==> src/hw/rtl/cfr_pkg.sv <==
// cfr_pkg: shared types and constants for the checksummed command frame receiver
// used by cfr_frame_collect and the top level; no dependencies
package cfr_pkg;

    localparam logic [7:0] SYNC_FIRST  = 8'hFF;
    localparam logic [7:0] SYNC_SECOND = 8'hFE;

    // frame position codes: hunting, first sync byte seen, then frame byte index
    localparam logic [3:0] POS_HUNT        = 4'd0;
    localparam logic [3:0] POS_SYNC_SEEN   = 4'd1;
    localparam logic [3:0] POS_FIRST_DATA  = 4'd2;
    localparam logic [3:0] POS_LAST_SUMMED = 4'd11;
    localparam logic [3:0] POS_LAST        = 4'd15;

    localparam int PAYLOAD_DEPTH = 10;
    localparam int CHECK_LOW_BYTES = 3;

    // sum of both sync bytes, the running sum at the start of a frame
    localparam logic [11:0] SYNC_SUM = 12'h1FD;

    typedef struct packed {
        logic        done;
        logic        checksum_ok;
        logic [7:0]  emergency_stop;
        logic [7:0]  plasma_relay_bits;
        logic [15:0] plasma_level;
        logic [7:0]  helium_relay_bits;
        logic [15:0] helium_level;
        logic [7:0]  argon_relay_bits;
        logic [15:0] argon_level;
    } t_frame_result;

endpackage

==> src/hw/rtl/cfr_frame_collect.sv <==
// cfr_frame_collect: sync hunt, byte collection, running sum and check compare
// depends on cfr_pkg
module cfr_frame_collect (
    input  logic                   i_clk,
    input  logic                   i_rst_n,
    input  logic                   i_beat,
    input  logic [7:0]             i_rx_byte,
    output cfr_pkg::t_frame_result o_result
);
    import cfr_pkg::*;

    logic [3:0]  r_pos;
    logic [3:0]  n_pos;
    logic [11:0] r_sum;
    logic [11:0] n_sum;
    logic [7:0]  r_payload [PAYLOAD_DEPTH];
    logic [7:0]  r_check [CHECK_LOW_BYTES];
    logic [3:0]  payload_idx;
    logic [1:0]  check_idx;
    logic        check_match;

    assign payload_idx = r_pos - POS_FIRST_DATA;
    assign check_idx   = r_pos[1:0];

    // the 32-bit check word only matches if nothing sits above the 12-bit sum
    assign check_match = ({i_rx_byte, r_check[2], r_check[1], r_check[0]}
                          == {20'd0, r_sum});

    always_comb begin
        n_pos = r_pos;
        n_sum = r_sum;
        o_result = '0;
        if (r_pos == POS_HUNT) begin
            if (i_rx_byte == SYNC_FIRST) begin
                n_pos = POS_SYNC_SEEN;
            end
        end else if (r_pos == POS_SYNC_SEEN) begin
            if (i_rx_byte == SYNC_SECOND) begin
                n_pos = POS_FIRST_DATA;
                n_sum = SYNC_SUM;
            end else if (i_rx_byte != SYNC_FIRST) begin
                n_pos = POS_HUNT;
            end
        end else if (r_pos <= POS_LAST_SUMMED) begin
            n_pos = r_pos + 4'd1;
            n_sum = r_sum + {4'd0, i_rx_byte};
        end else if (r_pos != POS_LAST) begin
            n_pos = r_pos + 4'd1;
        end else begin
            n_pos = POS_HUNT;
            n_sum = '0;
            o_result.done = 1'b1;
            if (check_match) begin
                o_result.checksum_ok       = 1'b1;
                o_result.emergency_stop    = r_payload[0];
                o_result.plasma_relay_bits = r_payload[1];
                o_result.plasma_level      = {r_payload[3], r_payload[2]};
                o_result.helium_relay_bits = r_payload[4];
                o_result.helium_level      = {r_payload[6], r_payload[5]};
                o_result.argon_relay_bits  = r_payload[7];
                o_result.argon_level       = {r_payload[9], r_payload[8]};
            end
        end
        if (!i_beat) begin
            o_result.done = 1'b0;
        end
    end

    always_ff @(posedge i_clk) begin
        if (!i_rst_n) begin
            r_pos <= POS_HUNT;
            r_sum <= '0;
        end else if (i_beat) begin
            r_pos <= n_pos;
            r_sum <= n_sum;
        end
    end

    // payload and check bytes: no reset, written before any frame reads them
    always_ff @(posedge i_clk) begin
        if (i_beat && r_pos >= POS_FIRST_DATA && r_pos <= POS_LAST_SUMMED) begin
            r_payload[payload_idx] <= i_rx_byte;
        end
        if (i_beat && r_pos > POS_LAST_SUMMED && r_pos != POS_LAST) begin
            r_check[check_idx] <= i_rx_byte;
        end
    end

endmodule

==> src/hw/rtl/checksummed_command_frame_receiver.sv <==
// checksummed_command_frame_receiver: top level, input handshake and result register
// depends on cfr_pkg and cfr_frame_collect
//
// usage
//   input channel: one received byte per beat on i_rx_byte, i_in_valid / o_in_ready
//   output channel: one result per complete 16-byte frame, o_out_valid / i_out_ready
//   the block hunts for the sync pair ff fe, collects 14 more bytes, sums bytes 0..11
//   and compares the sum with the little-endian check word in bytes 12..15
//   a failed frame still gives one result, with o_checksum_ok low and all fields zero
// latency and throughput
//   one byte is taken per cycle while o_in_ready is high; the result of the last
//   frame byte shows on the output register the cycle after that byte's beat
//   the frame state updates once per accepted byte, so the rate is one byte
//   per cycle, bounded only by the single-entry result register
// reset
//   synchronous, active low; clears the hunt position, running sum and output valid
// stall
//   while a result waits and i_out_ready is low, o_in_ready drops; a byte that
//   would not finish a frame could be taken, but the stall holds all input so the
//   result register never needs a second entry; the waiting result stays stable
module checksummed_command_frame_receiver (
    input  logic        i_clk,
    input  logic        i_rst_n,
    input  logic        i_in_valid,
    output logic        o_in_ready,
    input  logic [7:0]  i_rx_byte,
    output logic        o_out_valid,
    input  logic        i_out_ready,
    output logic        o_checksum_ok,
    output logic [7:0]  o_emergency_stop,
    output logic [7:0]  o_plasma_relay_bits,
    output logic [15:0] o_plasma_level,
    output logic [7:0]  o_helium_relay_bits,
    output logic [15:0] o_helium_level,
    output logic [7:0]  o_argon_relay_bits,
    output logic [15:0] o_argon_level
);
    import cfr_pkg::*;

    t_frame_result frame_res;
    t_frame_result r_res;
    logic          r_out_valid;
    logic          in_beat;

    // accept while the result register is empty or being drained this cycle
    assign o_in_ready = !r_out_valid || i_out_ready;
    assign in_beat    = i_in_valid && o_in_ready;

    cfr_frame_collect u_collect (
        .i_clk     (i_clk),
        .i_rst_n   (i_rst_n),
        .i_beat    (in_beat),
        .i_rx_byte (i_rx_byte),
        .o_result  (frame_res)
    );

    // result register valid: set by a frame end, cleared when the result is taken
    always_ff @(posedge i_clk) begin
        if (!i_rst_n) begin
            r_out_valid <= 1'b0;
        end else if (frame_res.done) begin
            r_out_valid <= 1'b1;
        end else if (i_out_ready) begin
            r_out_valid <= 1'b0;
        end
    end

    // result payload, loaded only at frame end
    always_ff @(posedge i_clk) begin
        if (frame_res.done) begin
            r_res <= frame_res;
        end
    end

    assign o_out_valid         = r_out_valid;
    assign o_checksum_ok       = r_res.checksum_ok;
    assign o_emergency_stop    = r_res.emergency_stop;
    assign o_plasma_relay_bits = r_res.plasma_relay_bits;
    assign o_plasma_level      = r_res.plasma_level;
    assign o_helium_relay_bits = r_res.helium_relay_bits;
    assign o_helium_level      = r_res.helium_level;
    assign o_argon_relay_bits  = r_res.argon_relay_bits;
    assign o_argon_level       = r_res.argon_level;

endmodule

==> config.mk <==
export PLATFORM = sky130hd
export DESIGN_NAME = checksummed_command_frame_receiver
export DESIGN_NICKNAME = d
export VERILOG_FILES = /design/src/hw/rtl/cfr_pkg.sv /design/src/hw/rtl/cfr_frame_collect.sv /design/src/hw/rtl/checksummed_command_frame_receiver.sv
export SDC_FILE = /design/constraint.sdc
export NUM_CORES = 1
export LEC_CHECK = 0
export ABC_AREA = 1
export BUFFER_PORTS_ARGS = -buffer_cell sky130_fd_sc_hd__buf_2
export CORE_MARGIN = 10
export CORE_UTILIZATION = 30
export DETAILED_ROUTE_END_ITERATION = 8
export GPL_TIMING_DRIVEN = 0
export SLEW_MARGIN = 20
export SYNTH_ARGS = -nofsm -noshare
export SYNTH_HDL_FRONTEND = slang
export SYNTH_SLANG_ARGS = --single-unit
==> constraint.sdc <==
create_clock -name i_clk -period 7.2 [get_ports i_clk]
set_clock_uncertainty 0.05 [all_clocks]
set_input_delay 0.36 -clock i_clk [delete_from_list [all_inputs] [get_ports i_clk]]
set_output_delay 0.36 -clock i_clk [all_outputs]
set_load 0.005 [all_outputs]
==> run summary <==
The port buffer count is 94, and the area overhead of the layout relative to synthesis is 20.4%. The number of antenna violations at the first check in global routing is 1, and the ratio of cells with drive above 1 in the final layout is 22.1%. The number of clock sinks seen by CTS was 202. The period utilization was 35.6%; the met3 track demand over resource in global routing was 2.52%. The share of the core filled with cells in the final layout was 36.4%. Setup repair after global routing left no endpoint under its margin.

Counting every net in the synthesized netlist gives 692. The post-detailed-route count of antenna-violating nets was 0; the worst-margin pin slew was 831 ps. The wire length per cell was 15.0 um; the total clock buffers created by CTS was 21. In this run the most critical hold path is launched from i_rst_n. The tools report the latest clock arrival within the worst-skew pair as 500 ps.

The tools report the worst voltage drop across the vdd grid as 121 uV. Before CTS, the worst setup slack after placement is 4510 ps. The number of max-slew violations in the final report is 0.

The run gives 11,400 um as the detailed placement HPWL. Data on the critical path is required at its endpoint by 7270 ps. For hold timing, the worst endpoint is u_collect.r_sum[3].

The vias per cell was 4.19. The flow ran to the end, and the final reports show no timing, DRC or antenna violations. The tools report the warning count from the yosys run as 0. The worst setup path is captured at a flop.

The worst hold path passes through 3 cells. Entering global routing, the biggest net connects 32 pins. Across every metal layer, demand over resource in global routing totals 9.94%. The die covers 33,900 sq um.

The total negative slack was 0 ps. The run gives 0 as the final hold violation count. The logs give 44.4% for the worst-case headroom to the max-slew limit and 4,714 for the number of global-route vias before repair. The count of vias placed by the detailed router is 4,772. The net count of the finished layout is 812.

The number of antenna diodes in the final layout is 0. For the final non-filler cell total, the log shows 1,138. For the weighted congestion at the end of routability-driven global placement, the log shows 0.857. In this run the core area contains 60 standard-cell rows.

Once the clock tree was built, the resizer swapped 0 gates to a different size. In this run the deepest clock path goes through 3 buffers. For this design, the CTS-stage hold fixing added 0 buffers.

The cell sitting at the root of the clock tree is a sky130_fd_sc_hd__clkbuf_16. The first global-routing pass estimated 26,400 um of wire. The starting DRC count in detailed routing was 245. For the number of H-tree branching levels, the log shows 1.

After detailed routing, the total wire length is 17,000 um. For this run, design rule violations remaining after detail routing come to 0. TritonCTS built the clock tree.

The synthesized design contains 202 register bits. The busiest metal layer after global routing was met2. After layout, the worst setup slack is 4640 ps.

The mean area per synthesized cell came out at 12.2 sq um. Summed over all cells, the static leakage comes to 3.97 nW. The worst reg-to-reg setup slack was 4640 ps; the number of cells traversed by the worst register-to-register path was 7.

The I/O pin total is 95. In this run the worst hold path is classified as in -> reg. The library cells used most frequently in the layout, excluding fill and tap cells, are sky130_fd_sc_hd__edfxtp_1, sky130_fd_sc_hd__inv_1, sky130_fd_sc_hd__nor2_1, sky130_fd_sc_hd__buf_2, sky130_fd_sc_hd__nand2_1. Total standard cell area after synthesis: 8080 sq um. The met1 usage in global routing is 12.1%. The die extent in y works out to 184 um. The netlist uses 28 different library cells. The tools report the endpoint of the worst register-to-register path as u_collect.r_payload[5][5]. The global-route track usage on met2 is 16.9%.

The time the final worst path needs with I/O delays and setup is 2560 ps, and the starting density of the core is 30.2%. The number of placed instances, taps included, is 1,103. The biggest fanout along the worst timing path came out at 8. Hold timing on the final database bottoms out at a slack of 107 ps. Across the run, the number of max-cap violations was 0. The die is 184 um wide.

The overflow left after global routing is 0. The commonest non-fill, non-tap cell in the layout was sky130_fd_sc_hd__edfxtp_1. Setup violations remaining at the end of the flow were counted as 0. Maximum clock frequency: 391 MHz. The class of the most critical setup path was reg -> reg. The region available for standard cell placement spans 26,700 sq um. The gate count after technology mapping came out at 665. The first detailed-routing pass ran for 5 iterations. Startpoint type of the worst setup path: a flop. The startpoint of the worst register-to-register path is u_collect.r_pos[1]. Data on the critical path arrives at its endpoint at 2630 ps.

The areal power density over the cells was 250 nW/um^2; the number of setup buffers added after CTS was 0. After clock tree synthesis, the clock-pin slew on the worst setup and hold paths is 70 ps. The tools report the part of the Yosys area used for sequential elements as 73.0%.
routing by layer:
layer / vias up / part of all wire (%) / routed length (um)
li1: 2417 / - / -
met1: 2223 / 45 / 7630
met2: 110 / 47 / 8060
met3: 20 / 6.3 / 1080
met4: 2 / 1.5 / 261
met5: - / 0.076 / 13
critical path: stages (launching register included):
cell,delay [ps]
sky130_fd_sc_hd__dfxtp_1,440
sky130_fd_sc_hd__inv_1,120
sky130_fd_sc_hd__ha_1,220
sky130_fd_sc_hd__or2_2,270
sky130_fd_sc_hd__nand2_1,80
sky130_fd_sc_hd__inv_1,50
sky130_fd_sc_hd__or2_2,320
sky130_fd_sc_hd__nor3_2,620
registers in the layout (all words and copies together), names as in the netlist:
register,flops
u_collect.r_payload,80
u_collect.r_check,24
o_argon_level,16
o_helium_level,16
o_plasma_level,16
u_collect.r_sum,12
o_argon_relay_bits,8
o_emergency_stop,8
o_helium_relay_bits,8
o_plasma_relay_bits,8
u_collect.r_pos,4
o_checksum_ok,1
o_out_valid,1
stage by stage:
step | cell area, sq um | total power, mW
CTS | 9730 | 2.45
global placement | 8980 | 1.42
detailed placement | 9080 | 1.42
finish | 9730 | 2.43
floorplan | 8080 | 1.38
global route | 9730 | 2.52
area by class of cell:
type	instances	area, sq um
fillers	2604	17000
flip-flops and latches	202	5900
multi-input cells	315	1600
clock buffers	25	541
repair buffers	97	538
inverters	137	514
well taps	341	427
plain buffers	11	110
clock inverters	10	103
cell usage after synthesis:
| cell type | n | share of area, % |
|---|---|---|
| sky130_fd_sc_hd__a211oi_1 | 1 | 0.093 |
| sky130_fd_sc_hd__a21oi_1 | 15 | 0.93 |
| sky130_fd_sc_hd__a22o_1 | 1 | 0.11 |
| sky130_fd_sc_hd__buf_2 | 1 | 0.062 |
| sky130_fd_sc_hd__buf_6 | 9 | 1.3 |
| sky130_fd_sc_hd__clkbuf_1 | 1 | 0.046 |
| sky130_fd_sc_hd__dfxtp_1 | 17 | 4.2 |
| sky130_fd_sc_hd__edfxtp_1 | 185 | 69 |
| sky130_fd_sc_hd__fa_1 | 1 | 0.25 |
| sky130_fd_sc_hd__ha_1 | 14 | 2.2 |
| sky130_fd_sc_hd__inv_1 | 135 | 6.3 |
| sky130_fd_sc_hd__inv_2 | 2 | 0.093 |
| sky130_fd_sc_hd__nand2_1 | 82 | 3.8 |
| sky130_fd_sc_hd__nand2_2 | 2 | 0.15 |
| sky130_fd_sc_hd__nand3_1 | 20 | 1.2 |
| sky130_fd_sc_hd__nand3_4 | 1 | 0.22 |
| sky130_fd_sc_hd__nand3b_1 | 1 | 0.093 |
| sky130_fd_sc_hd__nand4_1 | 7 | 0.54 |
| sky130_fd_sc_hd__nor2_1 | 103 | 4.8 |
| sky130_fd_sc_hd__nor2_2 | 22 | 1.7 |
| sky130_fd_sc_hd__nor2_4 | 1 | 0.14 |
| sky130_fd_sc_hd__nor3_1 | 11 | 0.68 |
| sky130_fd_sc_hd__nor4_1 | 3 | 0.23 |
| sky130_fd_sc_hd__o21ai_0 | 18 | 1.1 |
| sky130_fd_sc_hd__o22ai_1 | 3 | 0.23 |
| sky130_fd_sc_hd__or2_2 | 5 | 0.39 |
| sky130_fd_sc_hd__xnor2_1 | 2 | 0.22 |
| sky130_fd_sc_hd__xor2_1 | 2 | 0.22 |
worst max-delay path by stage:
stage          depth (start not counted)                        end               start
2_1_floorplan                          5           o_argon_level[0]  u_collect.r_pos[1]
3_3_place_gp                           5      o_argon_relay_bits[2]  u_collect.r_pos[1]
3_5_place_dp                           7  u_collect.r_payload[1][2]         i_out_ready
4_1_cts                                6  u_collect.r_payload[1][2]  u_collect.r_pos[1]
5_1_grt                                8              o_checksum_ok  u_collect.r_pos[0]
6_report                               7  u_collect.r_payload[5][5]  u_collect.r_pos[1]
kinds of logic (layout without fill, tap and decap cells):
family | Yosys count | count (layout) | synth area share, %
adders and majority gates | 15 | 15 | 2.42
buffers and inverters | 148 | 280 | 7.73
xor gates and xnor gates | 4 | 4 | 0.434
AOI/OAI and AO/OA | 38 | 38 | 2.48
and+or+nand+nor | 258 | 258 | 14.0
DFF | 202 | 202 | 73.0
power breakdown:
group | switching [mW] | internal [mW] | leakage (nW)
sequential | 0.00903 | 1.28 | 1.82
combinational | 0.0772 | 0.0333 | 1.84
clock | 0.426 | 0.605 | 0.313
Note: power is estimated with default switching activity, not from simulation.
